### src/rtl/dsp_pkg.sv
// shared constants, types and calendar functions for the span progress block
package dsp_pkg;

    localparam int unsigned QuoW   = 20;
    localparam int unsigned SpanW  = 32;
    localparam int unsigned MinW   = 34;
    localparam logic [QuoW-1:0] FullScale = 20'd1000000;
    localparam logic [31:0] StartReset = 32'd2123433984;
    localparam logic [31:0] EndReset   = 32'd2124217851;
    localparam logic [0:0] RegStart = 1'b0;
    localparam logic [0:0] RegEnd   = 1'b1;

    // shared pipeline control between the front end and the divider row
    typedef struct packed {
        logic            valid;
        logic            zero;
        logic            full;
    } t_ctl;

    // one partial division step, carried down the cell row
    typedef struct packed {
        t_ctl               ctl;
        logic [SpanW:0]     rem;
        logic [SpanW-1:0]   den;
        logic [QuoW+SpanW-1:0] num;
        logic [QuoW-1:0]    quo;
    } t_div;

    // julian day number of a date; year 0..4095, month 0..15, day 0..31
    function automatic logic [21:0] day_number(input logic [11:0] y,
                                               input logic [3:0] m,
                                               input logic [4:0] d);
        logic        jan_feb;
        logic [13:0] ya;
        logic [23:0] t1;
        logic [12:0] t2;
        logic [6:0]  cen;
        logic [8:0]  t3;
        logic [4:0]  mm;
        logic [24:0] p2;
        logic [26:0] p3;
        begin
            // m-14 ranges -14..1; /12 toward zero gives -1 for -14..-12 (m 0..2), else 0
            jan_feb = (m <= 4'd2);
            ya  = {2'b0, y} + (jan_feb ? 14'd4799 : 14'd4800);
            t1  = (24'(ya) * 24'd1461) >> 2;
            mm  = jan_feb ? (5'(m) + 5'd10) : (5'(m) - 5'd2);
            // 367*mm/12 as a reciprocal multiply, exact for mm up to 13
            p2  = 25'(mm) * 25'd1002277;
            t2  = 13'(p2 >> 15);
            // (ya+100)/100 as a reciprocal multiply, exact below 9000
            p3  = 27'(ya + 14'd100) * 27'd5243;
            cen = 7'(p3 >> 19);
            t3  = 9'((11'(cen) * 11'd3) >> 2);
            day_number = 22'(t1 + 24'(t2) - 24'(t3) + 24'(d) - 24'd32075);
        end
    endfunction

    function automatic logic [MinW-1:0] to_minutes(input logic [21:0] jdn,
                                                   input logic [4:0] h,
                                                   input logic [5:0] mi);
        to_minutes = MinW'(jdn) * MinW'(1440) + MinW'(h) * MinW'(60) + MinW'(mi);
    endfunction

endpackage

### src/rtl/dsp_cell.sv
// one restoring division cell: takes one numerator bit per cycle while i_en is high
module dsp_cell
    import dsp_pkg::*;
(
    input  logic  i_clk,
    input  logic  i_rst_n,
    input  logic  i_en,
    input  t_div  i_d,
    output t_div  o_d
);
    t_div r_d;
    t_div n_d;
    logic [SpanW:0] shifted;

    always_comb begin
        n_d = i_d;
        shifted = {i_d.rem[SpanW-1:0], i_d.num[QuoW+SpanW-1]};
        n_d.num = {i_d.num[QuoW+SpanW-2:0], 1'b0};
        if (shifted >= {1'b0, i_d.den}) begin
            n_d.rem = shifted - {1'b0, i_d.den};
            n_d.quo = {i_d.quo[QuoW-2:0], 1'b1};
        end else begin
            n_d.rem = shifted;
            n_d.quo = {i_d.quo[QuoW-2:0], 1'b0};
        end
    end

    always_ff @(posedge i_clk) begin
        if (!i_rst_n) begin
            r_d.ctl <= '0;
        end else if (i_en) begin
            r_d.ctl <= n_d.ctl;
        end
        if (i_en) begin
            r_d.rem <= n_d.rem;
            r_d.den <= n_d.den;
            r_d.num <= n_d.num;
            r_d.quo <= n_d.quo;
        end
    end

    assign o_d = r_d;
endmodule

### config.mk
export PLATFORM = sky130hd
export DESIGN_NAME = dsp_cell
export DESIGN_NICKNAME = d
export VERILOG_FILES = /design/src/rtl/dsp_pkg.sv /design/src/rtl/dsp_cell.sv
export SDC_FILE = /design/constraint.sdc
export NUM_CORES = 1
export LEC_CHECK = 0
export ABC_AREA = 0
export BUFFER_PORTS_ARGS = -buffer_cell sky130_fd_sc_hd__buf_4
export CORE_MARGIN = 5
export CORE_UTILIZATION = 40
export DETAILED_ROUTE_END_ITERATION = 16
export PLACE_DENSITY = 0.7
export SKIP_LAST_GASP = 1
export SYNTH_ARGS = -nofsm -noshare
export SYNTH_HDL_FRONTEND = slang
export SYNTH_SLANG_ARGS = --single-unit
### constraint.sdc
create_clock -name i_clk -period 3 [get_ports i_clk]
set_input_delay 0 -clock i_clk [delete_from_list [all_inputs] [get_ports i_clk]]
set_output_delay 0 -clock i_clk [all_outputs]
set_load 0.005 [all_outputs]
==> results of run 1 <==
-- cells in the mapped netlist, drive strengths merged (2+ instances only) --
cell,number
a311oi,3
ha,32
nor3,5
o31a,2
a211oi,3
buf,5
nand4,6
dfxtp,3
xor2,11
a21oi,43
nor4,3
o21bai,5
nor2,47
o41ai,2
and2,3
a41oi,2
and3,5
o31ai,2
mux2,11
inv,40
xnor2,14
or2,2
a21boi,2
mux2i,5
nor4b,2
a21o,14
o21ai,23
nor2b,7
clkbuf,11
nand3,6
nand2,19
o21a,7
a31oi,7
nand2b,2
edfxtp,136
-- power groups by stage --
stage	Combinational, mW	Sequential (mW)	Clock (mW)
5_1_grt	1.50	2.44	2.29
6_report	1.40	2.43	2.16
3_3_place_gp	1.19	2.46	0
3_5_place_dp	1.22	2.46	0
2_1_floorplan	0.507	2.48	0
4_1_cts	1.38	2.42	2.20
-- cell usage in the layout, fill, tap and decap left out, types with 11 or more instances in the layout --
cell type and count:
xnor2_1 14, dlygate4sd3_1 139, nor2_1 46, clkbuf_16 17
a21o_1 14, edfxtp_1 136, xor2_1 11, a21oi_1 41
buf_4 309, inv_1 40, nand2_1 19, ha_1 32
o21ai_0 20
-- worst min-delay path, delay by kind of cell --
kind | cells | cell delay, ps
buf+inv | 1 | 90
compound gates | 1 | 50
fa+ha+maj | 1 | 150
-- layout make-up --
cell class              count  area [um2]
flip-flops and latches    139        4144
clock inverters            13       167.7
repair buffers            450        3742
inverters                  40       150.1
fillers                  1193        5241
clock buffers              19       432.9
well taps                 220       275.3
multi-input cells         312        2253
-- through the flow --
stage | total power [mW] | setup TNS, ps | area (um2) | hold slack (ps) | cells
floorplan | 2.992 | 0 | 6598 | 98.87 | 505
global placement | 3.653 | 0 | 9141 | 178.4 | 1020
detailed placement | 3.680 | -202.6 | 9141 | 179.3 | 1020
CTS | 6.004 | 0 | 11130 | 21.30 | 1191
global route | 6.239 | -39.80 | 11170 | 37.55 | 1193
finish | 5.983 | 0 | 11170 | 28.09 | 1193
-- logic make-up after synthesis --
group                      count (synthesis)
adders and majority gates                 33
and+or+nand+nor                          111
other                                      1
muxes                                     16
xor gates and xnor gates                  25
AOI/OAI and AO/OA                        124
DFF                                      139
buffers and inverters                     56
-- what timing repair did --
action / CTS / global route
gates resized for setup: 0 / 3
hold endpoints to repair: 138 / 0
hold buffers: 139 / 0
endpoints found under the setup margin: 0 / 28
-- path summary, 6_finish.rpt --
kind / start / slack [ps] / to / cells after the start
max: i_d[121] / 180 / o_d[122] / 13
min: i_d[72] / 30 / o_d[104] / 3
max reg2reg: o_d[137] / 1820 / o_d[137] / 3
min reg2reg: o_d[139] / 530 / o_d[139] / 2
-- routing by layer --
metal	up-vias	share of wire [%]	track usage (%)	wire length [um]
li1	2795	-	-	-
met1	2795	40	28.24	9208
met2	277	51	40.60	11840
met3	30	6.7	6.354	1544
met4	0	2.4	8.372	550
met5	-	0	0	0
==> key figures, run 1 <==
Layout
  • Antenna cells: 0
  • Layout Utilization: approximately 70%
  • Final #Nets: between 1000 and 1500
  • Synth-to-Final Area Change: 69.24%
  • Max reg flops: roughly 140
  • Layout cell share with drive strength beyond 1: 37.82%

Clock network
  • # Post-CTS Setup Buffers: 0
  • Clk sinks: about 140
  • Clock buffer count from CTS: 17
  • Clock Latency Late Sink: around 420 ps
  • Root buffer cell: clkbuf_16
  • CTS tree: yes
  • Worst-path clk slew: 60 ps
  • Bufs on Longest Clock Path: 2
  • Htree depth: 4

Routing
  • Via count: slightly below 6000
  • Remaining DRCs: 0
  • DR vias/cell: 4.943
  • Wire per inst: around 19 um
  • Drt first pass iters: 4
  • Initial drt markers: between 300 and 400
  • Final ANT Viol Nets: 0
  • Final wirelength: 23140 um

Critical path
  • CP startpoint kind: primary input
  • Worst path bufs/invs: 4
  • Critical path class: in2reg
  • Crit path max fanout: 11
  • Cell mode on critical path: buf_4
  • Crit path largest cell delay: roughly 550 ps
  • CP Data Required Time: roughly 3200 ps
  • Slowest-stage cell, CP: dlygate4sd3_1
  • Cell chain of the critical path: dlygate4sd3_1, buf_4, ha_1, buf_4, a211oi_1, nor2_1, o31ai_1, a21oi_1, a2111oi_4, nor2_4, buf_4, nor2_1, a21oi_1
  • Largest delay share family, worst path: compound AO/OA/AOI/OAI gates
  • CP endpoint kind: flop
  • Crit path arrival time: approximately 3000 ps

GRT
  • Total GRT Usage: 23.47%
  • Total grt overflow: 0
  • Vias in the first global route: about 6000
  • Largest net degree at the start of global routing: a little over 80
  • Global-route wire length before repair: ~35000 um
  • Initial antenna violation count: 0

Floorplanning
  • Die height: 138.4 um
  • Starting Density: between 40 and 50%
  • Core area: about 0.016 mm2
  • # IOs: between 200 and 300
  • Die area: approximately 0.019 mm2
  • Rows: 47
  • Die Wd: around 140 um

Power
  • Pint: about 4.4 mW
  • Sw Share: between 20% and 30%
  • PwrDens: approximately 540 mW/mm2
  • Register share of total power: between 40% and 50%
  • Clock power share: a little over a third
  • Worst IR drop on VDD: between 400 and 500 uV
  • Comb pwr share: about a quarter
  • NetSw: between 1.5 and 2 mW
  • Pleak: between 4 and 5 nW

Logic synthesis
  • Post-synthesis mux area share: just over 3%
  • Synthesized area: around 0.0066 mm2
  • Post-synth EDFFs: around 140
  • Post-synth ARST share: 0%
  • Synth cell types: a little under 60
  • Dominant synthesized flop cell: edfxtp_1
  • Syn Nets: 681
  • Post-synth top area cell: edfxtp_1
  • Simple-Gate Fraction of Synth Area: just over 8%
  • Sequential-to-total area share from yosys stat: 62.81%
  • Yosys warning count: 0
  • Largest family of logic cells by synthesized area: compound AO/OA/AOI/OAI gates
  • Top cells by area, synth: edfxtp_1, ha_1, a21oi_1, nor2_1, inv_1
  • Adder-cell share of the synthesized area: under 10%
  • Avg Cell Area, Syn: about 13 um2
  • Synth Area in Compound Gates: 12.76%
  • XOR/XNOR share of the synthesized area: roughly 3.3%
  • Top cell type's share of synthesized area: between 60% and 70%
  • Synthesized instance count: ~510
  • #FFs+latches synth: roughly 140

Timing
  • Slew @ Worst Pin: ~1100 ps
  • Fmax: ~360 MHz
  • Slew Viols, Final: 0
  • Final-report setup violation count: 0
  • Max_slew headroom: 28.98%
  • Final Worst Setup Slack: about 180 ps
  • Skew final: 0 ps
  • RSZ-0062 raised after global routing: true
  • Final hold violations: 0
  • Period minus WS final: approximately 2800 ps
  • Fin crit share: around 94%

Placed design
  • Setup WS pre-CTS: -59.69 ps
  • HPWL Detailed: between 15000 and 20000 um
  • Placer Congestion: 0.9106
  • IO Port Bufs: around 280

Hold path
  • HP Class: in2reg

Run status
  • Status: finished clean

Job
  • MaxCap Viol Count: 0
(Power assumes the default switching activity.)
==> run 2: changes to the inputs <==
--- a/config.mk
+++ b/config.mk
@@ -9,6 +9,7 @@
 export BUFFER_PORTS_ARGS = -buffer_cell sky130_fd_sc_hd__buf_4
 export CORE_MARGIN = 5
 export CORE_UTILIZATION = 40
+export CTS_BUF_LIST = sky130_fd_sc_hd__clkbuf_8
 export DETAILED_ROUTE_END_ITERATION = 16
 export PLACE_DENSITY = 0.7
 export SKIP_LAST_GASP = 1
==> key figures, run 2 (synthesis results as in run 1) <==
Power
  • Power, Total: approximately 5.4 mW
  • Comb pwr share: roughly 26%
  • Sw Share: 27.28%
  • Pint: around 4.0 mW
  • Pleak: ~4.8 nW
  • NetSw: between 1 and 1.5 mW
  • PwrDens: ~500 mW/mm2
  • Clock power share: a little under 30%
  • Worst IR drop on VDD: 260.5 uV
  • Register share of total power: between 40% and 50%

Clock network
  • Clock Latency Late Sink: between 400 and 500 ps
  • Bufs on Longest Clock Path: 2
  • Clock buffer count from CTS: 17
  • CTS tree: yes
  • Worst-path clk slew: 80 ps
  • Htree depth: 4
  • Clk sinks: 139
  • Root buffer cell: clkbuf_8

Timing
  • Max_slew headroom: approximately 29%
  • Skew final: 0 ps
  • Final-report setup violation count: 0
  • Final hold violations: 0
  • Period minus WS final: 2880 ps
  • Fin crit share: 96.01%
  • Slew @ Worst Pin: around 1100 ps
  • Slew Viols, Final: 0
  • RSZ-0062 raised after global routing: true
  • Fmax: around 350 MHz

Critical path
  • Largest delay share family, worst path: compound AO/OA/AOI/OAI gates
  • Cell chain of the critical path: dlygate4sd3_1, buf_4, inv_1, ha_1, a21oi_1, o21bai_4, a311oi_4, a31oi_2, buf_4, a311oi_1, o21ai_0, xor2_1, mux2_4
  • RR Startpoint: o_d[137]
  • CP endpoint kind: flop
  • R2R Path End: o_d[137]
  • CP Data Required Time: ~3200 ps
  • Crit path max fanout: 3
  • Reg2Reg Depth: 3
  • Slowest-stage cell, CP: dlygate4sd3_1
  • Crit path arrival time: 3100 ps
  • CP startpoint kind: primary input
  • Cell mode on critical path: buf_4
  • R2r setup slk: 1830 ps
  • Critical path class: in2reg
  • Worst path bufs/invs: 4
  • Crit path largest cell delay: approximately 530 ps
  • CP startpoint: i_d[78]

Layout
  • Synth-to-Final Area Change: 66.57%
  • Most common cell after layout, fill and taps aside: buf_4
  • Max reg flops: roughly 140
  • Final #Nets: around 1100
  • Most frequent cells in the layout: buf_4, dlygate4sd3_1, edfxtp_1, nor2_1, inv_1
  • Fin cells: ~1200
  • Layout cell share with drive strength beyond 1: approximately two fifths

Floorplanning
  • Die height: between 100 and 150 um
  • Rows: between 40 and 50
  • Starting Density: around 40%
  • Die Wd: approximately 140 um
  • # IOs: roughly 280
  • Die area: around 0.019 mm2
  • Core area: 0.01641 mm2

GRT
  • Global-route wire length before repair: 34910 um
  • Initial antenna violation count: 1
  • Total GRT Usage: between 20% and 30%
  • Largest net degree at the start of global routing: 83
  • Vias in the first global route: about 6000
  • Total grt overflow: 0

Routing
  • Initial drt markers: about 260
  • DR vias/cell: just under 5
  • Final wirelength: between 20000 and 25000 um
  • Via count: roughly 6000
  • Drt first pass iters: 5
  • Wire per inst: 19.45 um
  • Remaining DRCs: 0
  • Final ANT Viol Nets: 0

Placed design
  • # placed instances: just over 1000
  • HPWL Detailed: ~16000 um
  • IO Port Bufs: between 200 and 300
  • Placer Congestion: ~0.91

Hold path
  • HP Class: in2reg
  • Hold endpoint: o_d[14]
  • Worst hold stages: 1
  • Min-delay src: i_en

Job
  • MaxCap Viol Count: 0

Run status
  • Status: finished clean
## run 2: changes by cell type in the layout (fill, tap and decap cells not counted), sizes merged
| cell | previous run | this run |
|---|---|---|
| buf | 311 | 312 |
| clkbuf | 19 | 17 |
| diode | 0 | 1 |
| inv | 43 | 45 |
## run 2: cell type report
cell class | count | area [um2]
antenna | 1 | 2.502
clock buffer | 17 | 234.0
clock inverter | 15 | 175.2
fill | 1195 | 5418
inverter | 40 | 150.1
multi-input combinational | 312 | 2258
sequential | 139 | 4144
tap | 220 | 275.3
timing repair buffer | 451 | 3750
## run 2: worst max-delay path by stage
stage / end / slack [ps] / depth (start not counted)
2_1_floorplan: o_d[112] / 460 / 10
3_5_place_dp: o_d[108] / -60 / 10
5_1_grt: o_d[133] / -5 / 13
6_report: o_d[133] / 120 / 13
4_1_cts: o_d[108] / 20 / 12
3_3_place_gp: o_d[108] / 20 / 10
## run 2: what timing repair did
item	CTS	global route
buffers inserted	0	1
hold buffers	139	0
endpoints found under the setup margin	0	24
resized for setup	0	5
endpoints found under the hold margin	138	0
## run 2: metrics by stage
stage | hold slack [ps] | setup WS [ps] | instance area [um2] | TNS, ps | utilization [%]
global route | 98.19 | -4.645 | 10990 | -4.645 | 66.98
finish | 73.67 | 119.8 | 10990 | 0 | 66.98
floorplan | 98.87 | 464.9 | 6598 | 0 | -
CTS | 72.05 | 19.44 | 10940 | 0 | 66.69
global placement | 178.4 | 17.72 | 9141 | 0 | 55.72
detailed placement | 179.3 | -59.69 | 9141 | -202.6 | 55.72
## run 2: per-layer routing
layer	routed length, um	up-vias	track usage [%]
met5	0	-	0
met4	485	0	7.592
met3	1698	33	7.010
met2	11970	262	41.14
met1	9086	2810	27.54
li1	-	2796	-
## run 2: power groups by stage
stage	sequential, mW	clock, mW	combinational, mW
final	2.42	1.60	1.41
after global routing	2.44	1.73	1.51
after CTS	2.42	1.64	1.38
after detailed placement	2.46	0	1.22
after global placement	2.46	0	1.19
after floorplan	2.48	0	0.507
==> run 3: changes to the inputs <==
--- a/config.mk
+++ b/config.mk
@@ -9,9 +9,9 @@
 export BUFFER_PORTS_ARGS = -buffer_cell sky130_fd_sc_hd__buf_4
 export CORE_MARGIN = 5
 export CORE_UTILIZATION = 40
-export CTS_BUF_LIST = sky130_fd_sc_hd__clkbuf_8
+export CTS_BUF_LIST = sky130_fd_sc_hd__clkbuf_16
 export DETAILED_ROUTE_END_ITERATION = 16
-export PLACE_DENSITY = 0.7
+export PLACE_DENSITY_LB_ADDON = 0.12
 export SKIP_LAST_GASP = 1
 export SYNTH_ARGS = -nofsm -noshare
 export SYNTH_HDL_FRONTEND = slang
==> key figures, run 3 (synthesis results as in run 1) <==
Layout
  • # fillers: between 1000 and 1500
  • Synth-to-Final Area Change: 69.24%
  • FF+latch area: 0.004144 mm2
  • Fin cells: between 1000 and 1500
  • Antenna cells: 0
  • Most frequent cells in the layout: buf_4, dlygate4sd3_1, edfxtp_1, nor2_1, a21oi_1
  • Max reg flops: 139
  • Final #Nets: 1143
  • Multi-input gate area: ~0.0023 mm2
  • Most common cell after layout, fill and taps aside: buf_4
  • Final instance area: roughly 0.011 mm2
  • Layout cell share with drive strength beyond 1: approximately two fifths

Placed design
  • Placer Congestion: 0.9177
  • Placed Area: between 0.009 and 0.01 mm2
  • HPWL Detailed: 14830 um
  • # placed instances: just over 1000
  • IO Port Bufs: between 200 and 300

Timing
  • Period minus WS final: around 2800 ps
  • Sum of negative setup slack: 0 ps
  • RSZ-0062 raised after global routing: false
  • Skew final: 0 ps
  • Final hold violations: 0
  • Fin crit share: a little over nine tenths
  • Fmax: between 300 and 400 MHz
  • Slew @ Worst Pin: slightly above 800 ps
  • Slew Viols, Final: 0
  • WHS: approximately 53 ps
  • Max_slew headroom: a little under half
  • Final-report setup violation count: 0

GRT
  • Global-route wire length before repair: about 33000 um
  • Total GRT Usage: a little over a fifth
  • Total grt overflow: 0
  • Largest net degree at the start of global routing: 87
  • Initial antenna violation count: 0
  • Vias in the first global route: just under 6000

Critical path
  • R2r setup slk: approximately 1900 ps
  • Largest delay share family, worst path: buffers and inverters
  • Worst path bufs/invs: 6
  • Crit path arrival time: between 3000 and 4000 ps
  • CP endpoint kind: flop
  • Crit. path cell count: 15
  • Cell mode on critical path: buf_4
  • Slowest-stage cell, CP: dlygate4sd3_1
  • Crit path largest cell delay: 530 ps
  • Crit path max fanout: 10
  • CP Data Required Time: 3160 ps
  • Critical path class: in2reg
  • CP startpoint kind: primary input
  • CP startpoint: i_d[101]
  • Worst setup path endpoint: o_d[129]
  • RR Startpoint: o_d[138]
  • Cell chain of the critical path: dlygate4sd3_1, buf_4, inv_1, ha_1, a21o_1, or4_1, a31oi_1, o21ai_1, a2111oi_4, buf_4, nor2_4, buf_4, buf_4, nor2_1, a21oi_1
  • R2R Path End: o_d[138]
  • Reg2Reg Depth: 3

Power
  • Sw Share: about 27%
  • Register share of total power: between 40% and 50%
  • Comb pwr share: approximately a quarter
  • Pleak: 4.922 nW
  • Clock power share: around a third
  • PwrDens: between 500 and 600 mW/mm2
  • Power, Total: ~5.8 mW
  • NetSw: around 1.6 mW
  • Worst IR drop on VDD: 377.4 uV
  • Pint: 4.225 mW

Routing
  • Via count: approximately 5700
  • Final ANT Viol Nets: 0
  • Final wirelength: 21030 um
  • DR vias/cell: 4.791
  • Initial drt markers: roughly 240
  • Drt first pass iters: 5
  • Wire per inst: roughly 18 um
  • Remaining DRCs: 0

Clock network
  • Root buffer cell: clkbuf_16
  • Htree depth: 4
  • CTS tree: yes
  • Clk sinks: roughly 140
  • Clock buffer count from CTS: 17
  • Clock Latency Late Sink: 420 ps
  • Worst-path clk slew: 60 ps
  • Bufs on Longest Clock Path: 2

Floorplanning
  • # IOs: roughly 280
  • Die height: 138.4 um
  • Core area: ~0.016 mm2
  • Starting Density: between 40% and 50%
  • Rows: 47
  • Die area: 0.01916 mm2
  • Die Wd: between 100 and 150 um

Hold path
  • HP Class: in2reg

Run status
  • Status: finished clean

Job
  • MaxCap Viol Count: 0
-- run 3: changes by cell type in the layout (fill, tap and decap cells not counted), sizes merged --
cell,delta
buf,+7
bufinv,-3
clkinv,-4
clkinvlp,+3
diode,-1
inv,+3
nor2,-1
-- run 3: power groups by stage --
stage	Clock, mW	Combinational [mW]	Sequential [mW]
after global routing	2.12	1.50	2.44
after detailed placement	0	1.20	2.46
after floorplan	0	0.507	2.48
final	1.98	1.38	2.42
after CTS	2.02	1.36	2.42
after global placement	0	1.18	2.46
-- run 3: layout make-up --
type	instances	area share [%]
Sequential cell	139	37.11
Timing Repair Buffer	458	33.94
Multi-Input combinational cell	311	20.20
Clock buffer	17	3.810
Tap cell	220	2.465
Inverter	40	1.345
Clock inverter	14	1.121
-- run 3: routing by layer --
| layer | routed length, um | global-route usage [%] | share of wire [%] | vias to the layer above |
|---|---|---|---|---|
| li1 | - | - | - | 2804 |
| met1 | 8549 | 25.89 | 41 | 2714 |
| met2 | 10810 | 37.36 | 51 | 210 |
| met3 | 1414 | 6.250 | 6.7 | 17 |
| met4 | 249 | 5.928 | 1.2 | 0 |
| met5 | 0 | 0 | 0 | - |
-- run 3: worst min path at each step --
stage / slack (ps) / endpoint / cells past startpoint / startpoint
6_report: 50 / o_d[104] / 3 / i_d[72]
3_5_place_dp: 180 / o_d[8] / 1 / i_d[7]
4_1_cts: 30 / o_d[104] / 3 / i_d[72]
2_1_floorplan: 100 / o_d[100] / 0 / i_d[100]
3_3_place_gp: 180 / o_d[19] / 1 / i_d[18]
5_1_grt: 40 / o_d[104] / 3 / i_d[72]
-- run 3: timing repair --
action                                  CTS  global route
endpoints found under the hold margin   138             0
hold buffers                            139             0
endpoints found under the setup margin    0            26
resized for setup                         0             4
buffers inserted                          0             4
-- run 3: worst register-to-register path: cells and delay by family, from the launching register on --
kind / cells / cell delay (ps)
flops: 1 / 310
buf+inv: 1 / 540
simple gates: 1 / 60
mux: 1 / 130
-- run 3: per-stage QoR --
| stage | util (%) | worst slack (ps) |
|---|---|---|
| after floorplan | - | 464.9 |
| after global placement | 55.82 | 11.95 |
| after detailed placement | 55.82 | -28.72 |
| after CTS | 67.66 | 1.311 |
| after global routing | 68.05 | 22.14 |
| final | 68.05 | 155.4 |
